==> src/sv/assert_macros.svh <==
// assertion macros shared by the decoder modules
`ifndef ASSERT_MACROS_SVH
`define ASSERT_MACROS_SVH

// antecedent holds in a cycle, consequent holds in the same cycle
`define ASSERT_IMPLIES(lbl, clk, rst, ante, cons) \
   lbl: assert property (@(posedge clk) disable iff (rst) (ante) |-> (cons)) \
      else $error("assertion failed");

// antecedent holds in a cycle, consequent holds in the next cycle
`define ASSERT_NEXT(lbl, clk, rst, ante, cons) \
   lbl: assert property (@(posedge clk) disable iff (rst) (ante) |=> (cons)) \
      else $error("assertion failed");

`endif

==> src/sv/imd_pkg.sv <==
// types, constants and helper functions of the icmp message decoder
package imd_pkg;

   localparam int COUNT_BITS_DEFAULT = 16;
   localparam int SUM_COUNT_BITS     = 16;
   localparam int QUEUE_DEPTH        = 2;
   localparam int NUM_TIME_WORDS     = 3;

   localparam int HEADER_BYTES   = 4;
   localparam int FIXED_BODY_END = 8;
   localparam int TS_BODY_END    = 20;

   localparam logic [7:0] TYPE_ECHO_REPLY   = 8'd0;
   localparam logic [7:0] TYPE_UNREACHABLE  = 8'd3;
   localparam logic [7:0] TYPE_ECHO_REQUEST = 8'd8;
   localparam logic [7:0] TYPE_TS_REQUEST   = 8'd13;
   localparam logic [7:0] TYPE_TS_REPLY     = 8'd14;
   localparam logic [7:0] CODE_ZERO         = 8'd0;
   localparam logic [7:0] CODE_UNREACH_MAX  = 8'd2;

   typedef enum logic [2:0] {
      STATUS_OK           = 3'd0,
      STATUS_SHORT_HEADER = 3'd1,
      STATUS_SHORT_BODY   = 3'd2,
      STATUS_TRAILING     = 3'd3,
      STATUS_CHECKSUM_BAD = 3'd4
   } status_type;

   // per-message summary handed from front to back
   typedef struct packed {
      logic [SUM_COUNT_BITS-1:0] byte_count;
      logic [15:0]               sum;
      logic [7:0]                pending;
      logic                      odd;
      logic [15:0]               type_code;
      logic [31:0]               id_seq;
      logic [31:0]               time0;
      logic [31:0]               time1;
      logic [31:0]               time2;
   } summary_type;

   // ones-complement 16-bit add with end-around carry
   function automatic logic [15:0] ones_add(input logic [15:0] a, input logic [15:0] b);
      logic [16:0] s;
      s = {1'b0, a} + {1'b0, b};
      return s[15:0] + {15'd0, s[16]};
   endfunction

endpackage

==> src/sv/imd_if.sv <==
// request and response channel interfaces of the icmp message decoder
interface imd_req_if;
   logic       valid;
   logic       ready;
   logic [7:0] data_byte;
   logic       last_byte;

   modport source (output valid, output data_byte, output last_byte, input ready);
   modport sink   (input valid, input data_byte, input last_byte, output ready);
endinterface

interface imd_rsp_if;
   logic        valid;
   logic        ready;
   logic [2:0]  status;
   logic        matched;
   logic [7:0]  msg_type;
   logic [7:0]  msg_code;
   logic [15:0] identifier;
   logic [15:0] sequence_number;
   logic [31:0] originate_time;
   logic [31:0] receive_time;
   logic [31:0] transmit_time;
   logic [31:0] unused_word;
   logic [15:0] payload_length;

   modport source (output valid, output status, output matched, output msg_type,
                   output msg_code, output identifier, output sequence_number,
                   output originate_time, output receive_time, output transmit_time,
                   output unused_word, output payload_length, input ready);
   modport sink   (input valid, input status, input matched, input msg_type,
                   input msg_code, input identifier, input sequence_number,
                   input originate_time, input receive_time, input transmit_time,
                   input unused_word, input payload_length, output ready);
endinterface

==> src/sv/imd_front.sv <==
// byte front end: field capture, byte count and running checksum
`include "assert_macros.svh"

module imd_front #(
   parameter int COUNT_BITS = imd_pkg::COUNT_BITS_DEFAULT
) (
   input  logic                 clock,
   input  logic                 reset,
   imd_req_if.sink              req,
   input  logic                 q_ready,
   output logic                 q_push,
   output imd_pkg::summary_type q_data
);
   import imd_pkg::*;

   localparam logic [COUNT_BITS-1:0] COUNT_MAX = '1;
   localparam int TIDX_BITS = $clog2(NUM_TIME_WORDS);

   logic [COUNT_BITS-1:0] count_ff, count_in;
   logic [15:0]           sum_ff, sum_in;
   logic [7:0]            pending_ff, pending_in;
   logic                  odd_ff, odd_in;
   logic [15:0]           type_code_ff, type_code_in;
   logic [31:0]           id_seq_ff, id_seq_in;
   logic [31:0]           time_ff [NUM_TIME_WORDS];
   logic [31:0]           time_in [NUM_TIME_WORDS];

   logic                  accept;
   logic [COUNT_BITS-1:0] offset;
   logic [TIDX_BITS-1:0]  tidx;

   assign req.ready = q_ready;
   assign accept    = req.valid && q_ready;
   assign q_push    = accept && req.last_byte;
   assign offset    = count_ff - COUNT_BITS'(FIXED_BODY_END);
   assign tidx      = offset[TIDX_BITS+1:2];

   always_comb begin
      count_in     = count_ff;
      sum_in       = sum_ff;
      pending_in   = pending_ff;
      odd_in       = odd_ff;
      type_code_in = type_code_ff;
      id_seq_in    = id_seq_ff;
      time_in      = time_ff;
      if (accept) begin
         if (count_ff < COUNT_BITS'(2)) begin
            type_code_in = {type_code_ff[7:0], req.data_byte};
         end else if (count_ff >= COUNT_BITS'(HEADER_BYTES)
                      && count_ff < COUNT_BITS'(FIXED_BODY_END)) begin
            id_seq_in = {id_seq_ff[23:0], req.data_byte};
         end else if (count_ff >= COUNT_BITS'(FIXED_BODY_END)
                      && count_ff < COUNT_BITS'(TS_BODY_END)) begin
            time_in[tidx] = {time_ff[tidx][23:0], req.data_byte};
         end
         if (odd_ff) begin
            sum_in = ones_add(sum_ff, {pending_ff, req.data_byte});
         end else begin
            pending_in = req.data_byte;
         end
         odd_in = !odd_ff;
         if (count_ff != COUNT_MAX) begin
            count_in = count_ff + COUNT_BITS'(1);
         end
      end
   end

   always_comb begin
      q_data.byte_count = SUM_COUNT_BITS'(count_in);
      q_data.sum        = sum_in;
      q_data.pending    = pending_in;
      q_data.odd        = odd_in;
      q_data.type_code  = type_code_in;
      q_data.id_seq     = id_seq_in;
      q_data.time0      = time_in[0];
      q_data.time1      = time_in[1];
      q_data.time2      = time_in[2];
   end

   // a finished message leaves the front fully cleared
   always_ff @(posedge clock) begin
      if (reset || q_push) begin
         count_ff     <= '0;
         sum_ff       <= '0;
         pending_ff   <= '0;
         odd_ff       <= 1'b0;
         type_code_ff <= '0;
         id_seq_ff    <= '0;
         for (int i = 0; i < NUM_TIME_WORDS; i++) begin
            time_ff[i] <= '0;
         end
      end else begin
         count_ff     <= count_in;
         sum_ff       <= sum_in;
         pending_ff   <= pending_in;
         odd_ff       <= odd_in;
         type_code_ff <= type_code_in;
         id_seq_ff    <= id_seq_in;
         time_ff      <= time_in;
      end
   end

   `ASSERT_NEXT(a_clear_after_last, clock, reset, q_push, count_ff == '0 && !odd_ff)

endmodule

==> src/sv/imd_queue.sv <==
// small summary queue between front and back
`include "assert_macros.svh"

module imd_queue (
   input  logic                 clock,
   input  logic                 reset,
   input  logic                 push,
   input  imd_pkg::summary_type push_data,
   output logic                 push_ready,
   output logic                 pop_valid,
   input  logic                 pop,
   output imd_pkg::summary_type pop_data
);
   import imd_pkg::*;

   localparam int PTR_BITS  = $clog2(QUEUE_DEPTH);
   localparam int FILL_BITS = $clog2(QUEUE_DEPTH + 1);

   summary_type          entry_ff [QUEUE_DEPTH];
   logic [PTR_BITS-1:0]  wr_ptr_ff, wr_ptr_in;
   logic [PTR_BITS-1:0]  rd_ptr_ff, rd_ptr_in;
   logic [FILL_BITS-1:0] fill_ff, fill_in;

   assign push_ready = fill_ff != FILL_BITS'(QUEUE_DEPTH);
   assign pop_valid  = fill_ff != '0;
   assign pop_data   = entry_ff[rd_ptr_ff];

   always_comb begin
      wr_ptr_in = wr_ptr_ff;
      rd_ptr_in = rd_ptr_ff;
      fill_in   = fill_ff;
      if (push) begin
         wr_ptr_in = (wr_ptr_ff == PTR_BITS'(QUEUE_DEPTH - 1)) ? '0
                                                             : wr_ptr_ff + PTR_BITS'(1);
      end
      if (pop) begin
         rd_ptr_in = (rd_ptr_ff == PTR_BITS'(QUEUE_DEPTH - 1)) ? '0
                                                             : rd_ptr_ff + PTR_BITS'(1);
      end
      if (push && !pop) begin
         fill_in = fill_ff + FILL_BITS'(1);
      end else if (pop && !push) begin
         fill_in = fill_ff - FILL_BITS'(1);
      end
   end

   always_ff @(posedge clock) begin
      if (reset) begin
         wr_ptr_ff <= '0;
         rd_ptr_ff <= '0;
         fill_ff   <= '0;
      end else begin
         wr_ptr_ff <= wr_ptr_in;
         rd_ptr_ff <= rd_ptr_in;
         fill_ff   <= fill_in;
      end
   end

   always_ff @(posedge clock) begin
      if (push) begin
         entry_ff[wr_ptr_ff] <= push_data;
      end
   end

   `ASSERT_IMPLIES(a_no_overflow, clock, reset, push, push_ready)
   `ASSERT_IMPLIES(a_no_underflow, clock, reset, pop, pop_valid)
   `ASSERT_IMPLIES(a_fill_bound, clock, reset, 1'b1, fill_ff <= FILL_BITS'(QUEUE_DEPTH))

endmodule

==> src/sv/imd_back.sv <==
// back end: classify type and code, check lengths and checksum, hold result
`include "assert_macros.svh"

module imd_back (
   input  logic                 clock,
   input  logic                 reset,
   input  logic                 q_valid,
   input  imd_pkg::summary_type q_data,
   output logic                 q_pop,
   imd_rsp_if.source            rsp
);
   import imd_pkg::*;

   logic        load;
   logic        rsp_valid_ff;
   status_type  status_d;
   logic        matched_d;
   logic [7:0]  type_d, code_d;
   logic [15:0] ident_d, seq_d, plen_d;
   logic [31:0] orig_d, recv_d, xmit_d, unused_d;

   logic [2:0]  status_ff;
   logic        matched_ff;
   logic [7:0]  type_ff, code_ff;
   logic [15:0] ident_ff, seq_ff, plen_ff;
   logic [31:0] orig_ff, recv_ff, xmit_ff, unused_ff;

   logic [SUM_COUNT_BITS-1:0] cnt;
   logic [7:0]  t, c;
   logic        is_echo, is_unr, is_ts;
   logic [15:0] final_sum;

   assign load  = q_valid && (!rsp_valid_ff || rsp.ready);
   assign q_pop = load;

   assign cnt     = q_data.byte_count;
   assign t       = q_data.type_code[15:8];
   assign c       = q_data.type_code[7:0];
   assign is_echo = c == CODE_ZERO && (t == TYPE_ECHO_REPLY || t == TYPE_ECHO_REQUEST);
   assign is_unr  = t == TYPE_UNREACHABLE && c <= CODE_UNREACH_MAX;
   assign is_ts   = c == CODE_ZERO && (t == TYPE_TS_REQUEST || t == TYPE_TS_REPLY);
   // odd byte count pads the last byte with a zero low byte
   assign final_sum = q_data.odd ? ones_add(q_data.sum, {q_data.pending, 8'h00})
                                 : q_data.sum;

   always_comb begin
      status_d  = STATUS_OK;
      matched_d = 1'b0;
      type_d    = '0;
      code_d    = '0;
      ident_d   = '0;
      seq_d     = '0;
      orig_d    = '0;
      recv_d    = '0;
      xmit_d    = '0;
      unused_d  = '0;
      plen_d    = '0;
      if (cnt < SUM_COUNT_BITS'(HEADER_BYTES)) begin
         status_d = STATUS_SHORT_HEADER;
      end else begin
         type_d    = t;
         code_d    = c;
         matched_d = is_echo || is_unr || is_ts;
         if (matched_d) begin
            if (cnt < SUM_COUNT_BITS'(is_ts ? TS_BODY_END : FIXED_BODY_END)) begin
               status_d = STATUS_SHORT_BODY;
            end else begin
               if (is_unr) begin
                  unused_d = q_data.id_seq;
               end else begin
                  ident_d = q_data.id_seq[31:16];
                  seq_d   = q_data.id_seq[15:0];
               end
               if (is_ts) begin
                  orig_d = q_data.time0;
                  recv_d = q_data.time1;
                  xmit_d = q_data.time2;
               end else begin
                  plen_d = 16'(cnt - SUM_COUNT_BITS'(FIXED_BODY_END));
               end
               if (is_ts && cnt > SUM_COUNT_BITS'(TS_BODY_END)) begin
                  status_d = STATUS_TRAILING;
               end else if (final_sum != 16'hFFFF) begin
                  status_d = STATUS_CHECKSUM_BAD;
               end
            end
         end
      end
   end

   always_ff @(posedge clock) begin
      if (reset) begin
         rsp_valid_ff <= 1'b0;
      end else if (load) begin
         rsp_valid_ff <= 1'b1;
      end else if (rsp.ready) begin
         rsp_valid_ff <= 1'b0;
      end
   end

   always_ff @(posedge clock) begin
      if (load) begin
         status_ff  <= status_d;
         matched_ff <= matched_d;
         type_ff    <= type_d;
         code_ff    <= code_d;
         ident_ff   <= ident_d;
         seq_ff     <= seq_d;
         orig_ff    <= orig_d;
         recv_ff    <= recv_d;
         xmit_ff    <= xmit_d;
         unused_ff  <= unused_d;
         plen_ff    <= plen_d;
      end
   end

   assign rsp.valid           = rsp_valid_ff;
   assign rsp.status          = status_ff;
   assign rsp.matched         = matched_ff;
   assign rsp.msg_type        = type_ff;
   assign rsp.msg_code        = code_ff;
   assign rsp.identifier      = ident_ff;
   assign rsp.sequence_number = seq_ff;
   assign rsp.originate_time  = orig_ff;
   assign rsp.receive_time    = recv_ff;
   assign rsp.transmit_time   = xmit_ff;
   assign rsp.unused_word     = unused_ff;
   assign rsp.payload_length  = plen_ff;

   `ASSERT_IMPLIES(a_short_header_empty, clock, reset,
      rsp_valid_ff && status_ff == STATUS_SHORT_HEADER, !matched_ff && type_ff == '0)
   `ASSERT_IMPLIES(a_unmatched_no_fields, clock, reset,
      rsp_valid_ff && !matched_ff,
      ident_ff == '0 && plen_ff == '0 && status_ff != STATUS_CHECKSUM_BAD)

endmodule

==> src/sv/icmp_message_decoder_core.sv <==
// top level of the icmp message decoder: front, summary queue and back
//
//  channel   | dir | handshake         | payload
//  ----------+-----+-------------------+-----------------------------------------
//  req_ch    | in  | valid / ready     | data_byte, last_byte
//  rsp_ch    | out | valid / ready     | status, matched, type, code, decoded fields
//
//  one byte per cycle at full rate; per byte pair the front does one 16-bit ones-complement add
//  after its last byte a result is registered in a queue entry, then in the output register
//  synchronous active-high reset clears the front state, the queue and rsp valid
//  req_ch.ready drops only when the two-entry summary queue is full, which happens only
//  while rsp_ch is stalled; bytes of a message in progress keep flowing while it has room

module icmp_message_decoder_core #(
   parameter int COUNT_BITS = imd_pkg::COUNT_BITS_DEFAULT
) (
   input  logic      clock,
   input  logic      reset,
   imd_req_if.sink   req_ch,
   imd_rsp_if.source rsp_ch
);
   import imd_pkg::*;

   // summary transaction between front and queue
   logic        push;
   logic        push_ready;
   summary_type push_data;

   // summary transaction between queue and back
   logic        pop;
   logic        pop_valid;
   summary_type pop_data;

   // front: captures fields and folds bytes into the checksum
   imd_front #(
      .COUNT_BITS (COUNT_BITS)
   ) u_front (
      .clock   (clock),
      .reset   (reset),
      .req     (req_ch),
      .q_ready (push_ready),
      .q_push  (push),
      .q_data  (push_data)
   );

   // decouples the byte stream from result delivery
   imd_queue u_queue (
      .clock      (clock),
      .reset      (reset),
      .push       (push),
      .push_data  (push_data),
      .push_ready (push_ready),
      .pop_valid  (pop_valid),
      .pop        (pop),
      .pop_data   (pop_data)
   );

   // back: classification, length and checksum checks, output register
   imd_back u_back (
      .clock   (clock),
      .reset   (reset),
      .q_valid (pop_valid),
      .q_data  (pop_data),
      .q_pop   (pop),
      .rsp     (rsp_ch)
   );

endmodule
==> src/flat_wrapper.sv <==
// flat-port wrapper written by rule: the top's interface ports become plain ports
module icmp_message_decoder_core_flat import imd_pkg::*;
#(
   parameter int COUNT_BITS = imd_pkg::COUNT_BITS_DEFAULT
)
  (clock, reset, req_ch_valid, req_ch_data_byte, req_ch_last_byte, req_ch_ready, rsp_ch_valid, rsp_ch_status, rsp_ch_matched, rsp_ch_msg_type, rsp_ch_msg_code, rsp_ch_identifier, rsp_ch_sequence_number, rsp_ch_originate_time, rsp_ch_receive_time, rsp_ch_transmit_time, rsp_ch_unused_word, rsp_ch_payload_length, rsp_ch_ready);
  imd_req_if req_ch_i ();
  imd_rsp_if rsp_ch_i ();
  input  logic clock;
  input  logic reset;
  input wire logic [$bits(req_ch_i.valid)-1:0] req_ch_valid;
  input wire logic [$bits(req_ch_i.data_byte)-1:0] req_ch_data_byte;
  input wire logic [$bits(req_ch_i.last_byte)-1:0] req_ch_last_byte;
  output wire logic [$bits(req_ch_i.ready)-1:0] req_ch_ready;
  output wire logic [$bits(rsp_ch_i.valid)-1:0] rsp_ch_valid;
  output wire logic [$bits(rsp_ch_i.status)-1:0] rsp_ch_status;
  output wire logic [$bits(rsp_ch_i.matched)-1:0] rsp_ch_matched;
  output wire logic [$bits(rsp_ch_i.msg_type)-1:0] rsp_ch_msg_type;
  output wire logic [$bits(rsp_ch_i.msg_code)-1:0] rsp_ch_msg_code;
  output wire logic [$bits(rsp_ch_i.identifier)-1:0] rsp_ch_identifier;
  output wire logic [$bits(rsp_ch_i.sequence_number)-1:0] rsp_ch_sequence_number;
  output wire logic [$bits(rsp_ch_i.originate_time)-1:0] rsp_ch_originate_time;
  output wire logic [$bits(rsp_ch_i.receive_time)-1:0] rsp_ch_receive_time;
  output wire logic [$bits(rsp_ch_i.transmit_time)-1:0] rsp_ch_transmit_time;
  output wire logic [$bits(rsp_ch_i.unused_word)-1:0] rsp_ch_unused_word;
  output wire logic [$bits(rsp_ch_i.payload_length)-1:0] rsp_ch_payload_length;
  input wire logic [$bits(rsp_ch_i.ready)-1:0] rsp_ch_ready;
  assign req_ch_i.valid = req_ch_valid;
  assign req_ch_i.data_byte = req_ch_data_byte;
  assign req_ch_i.last_byte = req_ch_last_byte;
  assign req_ch_ready = req_ch_i.ready;
  assign rsp_ch_valid = rsp_ch_i.valid;
  assign rsp_ch_status = rsp_ch_i.status;
  assign rsp_ch_matched = rsp_ch_i.matched;
  assign rsp_ch_msg_type = rsp_ch_i.msg_type;
  assign rsp_ch_msg_code = rsp_ch_i.msg_code;
  assign rsp_ch_identifier = rsp_ch_i.identifier;
  assign rsp_ch_sequence_number = rsp_ch_i.sequence_number;
  assign rsp_ch_originate_time = rsp_ch_i.originate_time;
  assign rsp_ch_receive_time = rsp_ch_i.receive_time;
  assign rsp_ch_transmit_time = rsp_ch_i.transmit_time;
  assign rsp_ch_unused_word = rsp_ch_i.unused_word;
  assign rsp_ch_payload_length = rsp_ch_i.payload_length;
  assign rsp_ch_i.ready = rsp_ch_ready;
  icmp_message_decoder_core #(.COUNT_BITS(COUNT_BITS)) u_core (.clock(clock), .reset(reset), .req_ch(req_ch_i), .rsp_ch(rsp_ch_i));
endmodule
==> config.mk <==
export PLATFORM = sky130hd
export DESIGN_NAME = icmp_message_decoder_core_flat
export DESIGN_NICKNAME = d
export VERILOG_FILES = /design/src/sv/imd_pkg.sv /design/src/sv/imd_if.sv /design/src/sv/imd_front.sv /design/src/sv/imd_queue.sv /design/src/sv/imd_back.sv /design/src/sv/icmp_message_decoder_core.sv /design/src/flat_wrapper.sv
export VERILOG_INCLUDE_DIRS = /design/src /design/src/sv
export SDC_FILE = /design/constraint.sdc
export NUM_CORES = 1
export LEC_CHECK = 0
export ABC_CLOCK_PERIOD_IN_PS = 19350
export BUFFER_PORTS_ARGS = -buffer_cell sky130_fd_sc_hd__buf_4
export CORE_ASPECT_RATIO = 1.2
export CORE_MARGIN = 10
export CORE_UTILIZATION = 25
export CTS_BUF_LIST = sky130_fd_sc_hd__clkbuf_8 sky130_fd_sc_hd__clkbuf_16
export CTS_CLUSTER_DIAMETER = 200
export DETAILED_ROUTE_END_ITERATION = 12
export PLACE_DENSITY = 0.39
export SLEW_MARGIN = 20
export SYNTH_ARGS = -nofsm -noshare
export SYNTH_HDL_FRONTEND = slang
export SYNTH_SLANG_ARGS = --single-unit
==> constraint.sdc <==
create_clock -name clock -period 19.35 [get_ports clock]
set_clock_uncertainty 0.15 [all_clocks]
set_input_delay 1.935 -clock clock [delete_from_list [all_inputs] [get_ports clock]]
set_output_delay 1.935 -clock clock [all_outputs]
set_load 0.005 [all_outputs]
* Word-level counts from Yosys, hierarchy flattened
Memory sizes are Yosys's and may differ from the RTL's. A register that Yosys moved wholly into a read port is not among the register bits. Index checks and enable logic that the tools add are counted.
Storage, ports and cells: register bits after elaboration 386, latch bits 0, bits in writable memories 370, ROM bits 0, input bits 13, memories kept 1
Operators by class: add/subtract/negate cells 11, $mul 0, div/mod/pow operators 0, magnitude comparators 11, equality and inequality tests 7, shifts and indexed selects 0, mux-type cells 38, bitwise logic cells 4, reductions and logical operators 33
Memories:
- u_core.u_queue.entry_ff | words 2, bits a word 185, read ports 1, clocked after memory_dff 1, wr ports 1, RTL line imd_queue.sv:19 | summary_type entry_ff [QUEUE_DEPTH];
Operator list (count):
- two-way mux 96 bit | 4
- two-way mux 32 bit | 4
- two-way mux 16 bit | 7
- bitwise mux 96 bit | 1
- binary-select mux 32 bit (select 2 bit) | 1
- demux 32 bit (select 2 bit) | 1
- two-way mux 24 bit | 2
- adder 16 x 16 -> 17 bit | 2
- adder 16 x 1 -> 16 bit | 2
- inequality test 16 bit, second input constant | 2
- == test 8 x 4 -> 1 bit, second input constant | 3
- OR reduction 4 bit | 5
- adder 16 x 1 -> 16 bit, second input constant | 1
- greater-or-equal comparator 16 x 3 -> 1 bit, second input constant | 1
- greater-or-equal comparator 16 x 4 -> 1 bit, second input constant | 1
- greater-than comparator 16 x 5 -> 1 bit, second input constant | 1
- logical NOT 8 bit | 2
- < comparator 16 x 2 -> 1 bit, second input constant | 1
- < comparator 16 x 3 -> 1 bit, second input constant | 1
- < comparator 16 x 4 -> 1 bit, second input constant | 1
- < comparator 16 x 5 -> 1 bit | 1
- < comparator 16 x 5 -> 1 bit, second input constant | 1
- two-way mux 8 bit | 2
- subtractor 16 x 4 -> 16 bit, second input constant | 1
- 20 further kinds | 56

* Longest topological paths before layout
depth after elaboration 11, mapped depth 24

* By module
A second synthesis with hierarchy kept.
Second synthesis, totals: cells, all modules 2152, area, all modules 31460.2 µm²
Modules (own cells, without submodules):
- imd_queue | times used 1, cells an instance 598, area each 14182.4 µm²
- imd_front | times used 1, cells an instance 978, area each 8886.0 µm²
- imd_back | times used 1, cells an instance 576, area each 8391.8 µm²

* Worst setup path before layout
Ideal clock, no wire load.
path type input port to flip-flop, start point in req_ch_valid, end point mem u_core.u_queue.entry_ff[0][0] in the netlist's numbering (enable), setup time 733 ps, data arrival time 10016 ps, required time 18467 ps, slack 8451 ps, stages 4, path through and2_1 -> clkbuf_1 -> nand2_1 -> nor2_1
On the way: word-level cells in the longest chain between the ends 4
Ends and longest elaborated chain:
- start: declaration | RTL line flat_wrapper.sv:11 | input wire logic [$bits(req_ch_i.valid)-1:0] req_ch_valid;
- logical AND 1 bit | RTL line imd_front.sv:33 | assign accept = req.valid && q_ready;
- logical AND 1 bit | RTL line imd_front.sv:34 | assign q_push = accept && req.last_byte;
- two-way mux 1 bit | RTL line imd_queue.sv:60 | if (push) begin
- two-way mux 1 bit (implied by the code) | RTL line imd_queue.sv:61 | entry_ff[wr_ptr_ff] <= push_data;
- end: declaration | RTL line imd_queue.sv:19
No other way between the ends.

==> metrics.cfg <==
[outcome]
status=completed

[detailed_routing]
drt-wirelength-per-cell_um=20.24
drt_wl_total_um=82350
first_iter_violations=1161
drtAntennaViolNets=0
num_vias=17690
drc=0
vias_per_cell=4.346
first_pass_iters=5

[finish]
fin_area_um2=36150
drive_above_1_share_pct=18.90
diodes=0
areaGrowthSynthToFinish_pct=21.01
nNetsFinal=2504

[yosys]
synth_top_area_share_pct=56.90
yosys.cell_count.top_type=edfxtp_1
synth_seq_cells=757
synth_edf_count=566
synthTopCellsByCount=566 x edfxtp_1, 248 x nand2_1, 244 x nor2_1
async_flop_share_pct=0
seq_area_frac_synth_pct=69.70
syn_inst=2238
synth_cell_types=64
yosysTopAreaCell=edfxtp_1
synth_area_leaders=edfxtp_1 57%, dfxtp_1 13%, mux2i_1 5.4%
synth.net_count=2287
synth_ff_type=edfxtp_1
yosysWarnings=0
avgSynthCellArea_um2=13.35
netlist_area_um2=29870

[power]
p_leak_nw=13.03
peakVddDrop_mv=0.05639
finalPower_mw=4.655
pwr_density_cell_nw_per_um2=128.8

[clock_tree]
tritoncts=built
insertion_delay_ns=0.68
h-tree-depth=3
cts.repair.resized=0
cts-root-buf=clkbuf_16
post-cts-setup-buffer-count=0
cts.path.max_buffers=3
cts_hold_buf=0
clock_sinks=757
path_clk_slew_ns=0.06
cts_buffers=87

[worst_setup_path]
start_kind=flop
crit_fanout=39
critPathRequiredTime_ns=19.63
reg2reg_depth=20
worstReg2RegEnd=u_core.u_back.rsp.status[2]
crit_end=u_core.u_back.rsp.status[2]
ff2ff_setup_slack_ns=13.64
endpoint_kind=flop
setup.worst_path.class=flop to flop
arrival_ns=5.99

[timing]
timing.fmax_ghz=0.1751
rsz0062_at_grt=false
min_period_over_period_pct=29.51
period_needed_ns=5.710
worst_slack_ns=13.64
max_slew_margin_pct=31.16
worst_slew_pin_slew_ns=1.033
hold_viol_final=0
slew_viol_final=0
setup_viol=0
whs_ns=0.3120
finalSetupTns_ns=0

[flow_run]
maxCapViolations=0

[grt]
grt_max_degree=118
overflow=0
grt_pass1_wl_um=122700
grt_use_total_pct=12.18
grt_pass1_vias=18690
antenna_found_initial=2

[hold_path]
worstHoldPathType=flop to flop

[placed_design]
place_ws_ns=13.10
placedInstanceArea_um2=33250
place_hpwl_um=53860
portBuffers=210
gp_congestion=0.7933

[floorplanning]
start_util_pct=25.26
core_area_um2=118300
die_w_um=335.6
die_h_um=398.7
dieArea_um2=133800
rows=138
pin_count=211

kinds of logic (layout without fill, tap and decap cells):
logic type | Yosys count | count (layout) | share of synthesized area [%]
AO/OA/AOI/OAI | 261 | 261 | 5.248
AND/OR/NAND/NOR | 763 | 763 | 11.87
XOR/XNOR | 53 | 53 | 1.554
multiplexers | 241 | 241 | 8.410
buffers and inverters | 127 | 418 | 1.667
flip-flops | 757 | 757 | 69.70
adder cells (fa/ha/maj) | 36 | 36 | 1.558
metal layers:
| layer | GRT usage (%) | wire length, um |
|---|---|---|
| met1 | 15.32 | 36500 |
| met2 | 20.88 | 40650 |
| met3 | 2.085 | 3083 |
| met4 | 4.279 | 2113 |
| met5 | 0 | 0 |
layout make-up:
| class | count | area (um2) |
|---|---|---|
| repair buffers | 234 | 1769 |
| clock inverters | 60 | 483.0 |
| inverters | 21 | 86.33 |
| multi-input cells | 1354 | 8638 |
| fillers | 11850 | 82130 |
| clock buffers | 103 | 2420 |
| well taps | 1540 | 1927 |
| flip-flops and latches | 757 | 20830 |
worst min-delay path by stage:
stage,start,end,cells after the start
final,u_core.u_front.id_seq_ff[25],u_core.u_front.id_seq_ff[25],2
after detailed placement,u_core.u_front.id_seq_ff[26],u_core.u_front.id_seq_ff[26],2
after CTS,u_core.u_front.id_seq_ff[26],u_core.u_front.id_seq_ff[26],2
after global routing,u_core.u_front.id_seq_ff[26],u_core.u_front.id_seq_ff[26],2
after global placement,u_core.u_front.id_seq_ff[30],u_core.u_front.id_seq_ff[30],2
after floorplan,u_core.u_front.id_seq_ff[24],u_core.u_front.id_seq_ff[24],2
worst max-delay path, stage by stage (launching register included):
cell	delay, ns
dfxtp_4	0.70
buf_4	0.64
mux2_2	0.42
ha_1	0.21
inv_1	0.07
fa_1	0.17
nor2b_1	0.06
o21ai_0	0.14
nand2b_1	0.11
a21o_1	0.19
a21o_1	0.19
a21o_1	0.17
a21o_1	0.17
ha_1	0.20
ha_1	0.29
nand4_1	0.09
a2111oi_0	0.45
nand4_1	0.13
a2111oi_0	0.49
o2111ai_1	0.17
and3_1	0.24
metrics by stage:
stage                     instances  utilization (%)
after floorplan                2238                -
after global placement         3906            28.11
after detailed placement       3906            28.11
after CTS                      4069            30.56
after global routing           4069            30.56
final                          4069            30.56
registers in the layout (all words and copies together) (netlist names), 2 cells and up, named ones only:
register                           flops
u_core.u_front.id_seq_ff              32
u_core.u_back.rsp.payload_length      16
u_core.u_back.rsp.msg_code             8
u_core.u_back.rsp.transmit_time       32
u_core.u_queue.fill_ff                 2
u_core.u_back.rsp.sequence_number     16
u_core.u_back.rsp.status               3
u_core.u_front.count_ff               16
u_core.u_front.type_code_ff           16
u_core.u_front.sum_ff                 16
u_core.u_front.pending_ff              8
u_core.u_back.rsp.originate_time      32
u_core.u_back.rsp.identifier          16
u_core.u_front.time_ff                96
u_core.u_back.rsp.receive_time        32
u_core.u_back.rsp.msg_type             8
u_core.u_back.rsp.unused_word         32
u_core.u_queue.entry_ff              370
layout by cell type, fill, tap and decap left out, types with 5 or more instances in the layout:
cell type | Yosys | final
mux2_2 | 80 | 80
nand3_1 | 24 | 23
clkbuf_16 | 0 | 89
or2_2 | 5 | 5
nand2_1 | 248 | 247
mux2i_1 | 161 | 161
bufinv_16 | 0 | 5
buf_4 | 0 | 233
a22oi_1 | 24 | 24
clkinv_1 | 0 | 6
and3_1 | 14 | 13
nor3_1 | 17 | 16
a21o_1 | 10 | 10
clkbuf_8 | 0 | 14
xor2_1 | 24 | 24
xnor2_1 | 29 | 29
and2_1 | 137 | 137
nor2_1 | 244 | 241
edfxtp_1 | 566 | 566
o21a_1 | 9 | 9
clkinv_4 | 0 | 5
nor4_1 | 9 | 9
inv_1 | 21 | 40
a21oi_1 | 73 | 73
nor2b_1 | 17 | 17
o21ai_0 | 107 | 107
ha_1 | 34 | 34
nand2b_1 | 15 | 13
dfxtp_1 | 191 | 188
clkinv_2 | 0 | 15
nand4_1 | 9 | 9
power breakdown:
part,internal [mW],switching [mW]
combinational,0.365,0.472
sequential,2.06,0.112
clock,0.963,0.687
total,3.38,1.27
Note: power is estimated with default switching activity, not from simulation.
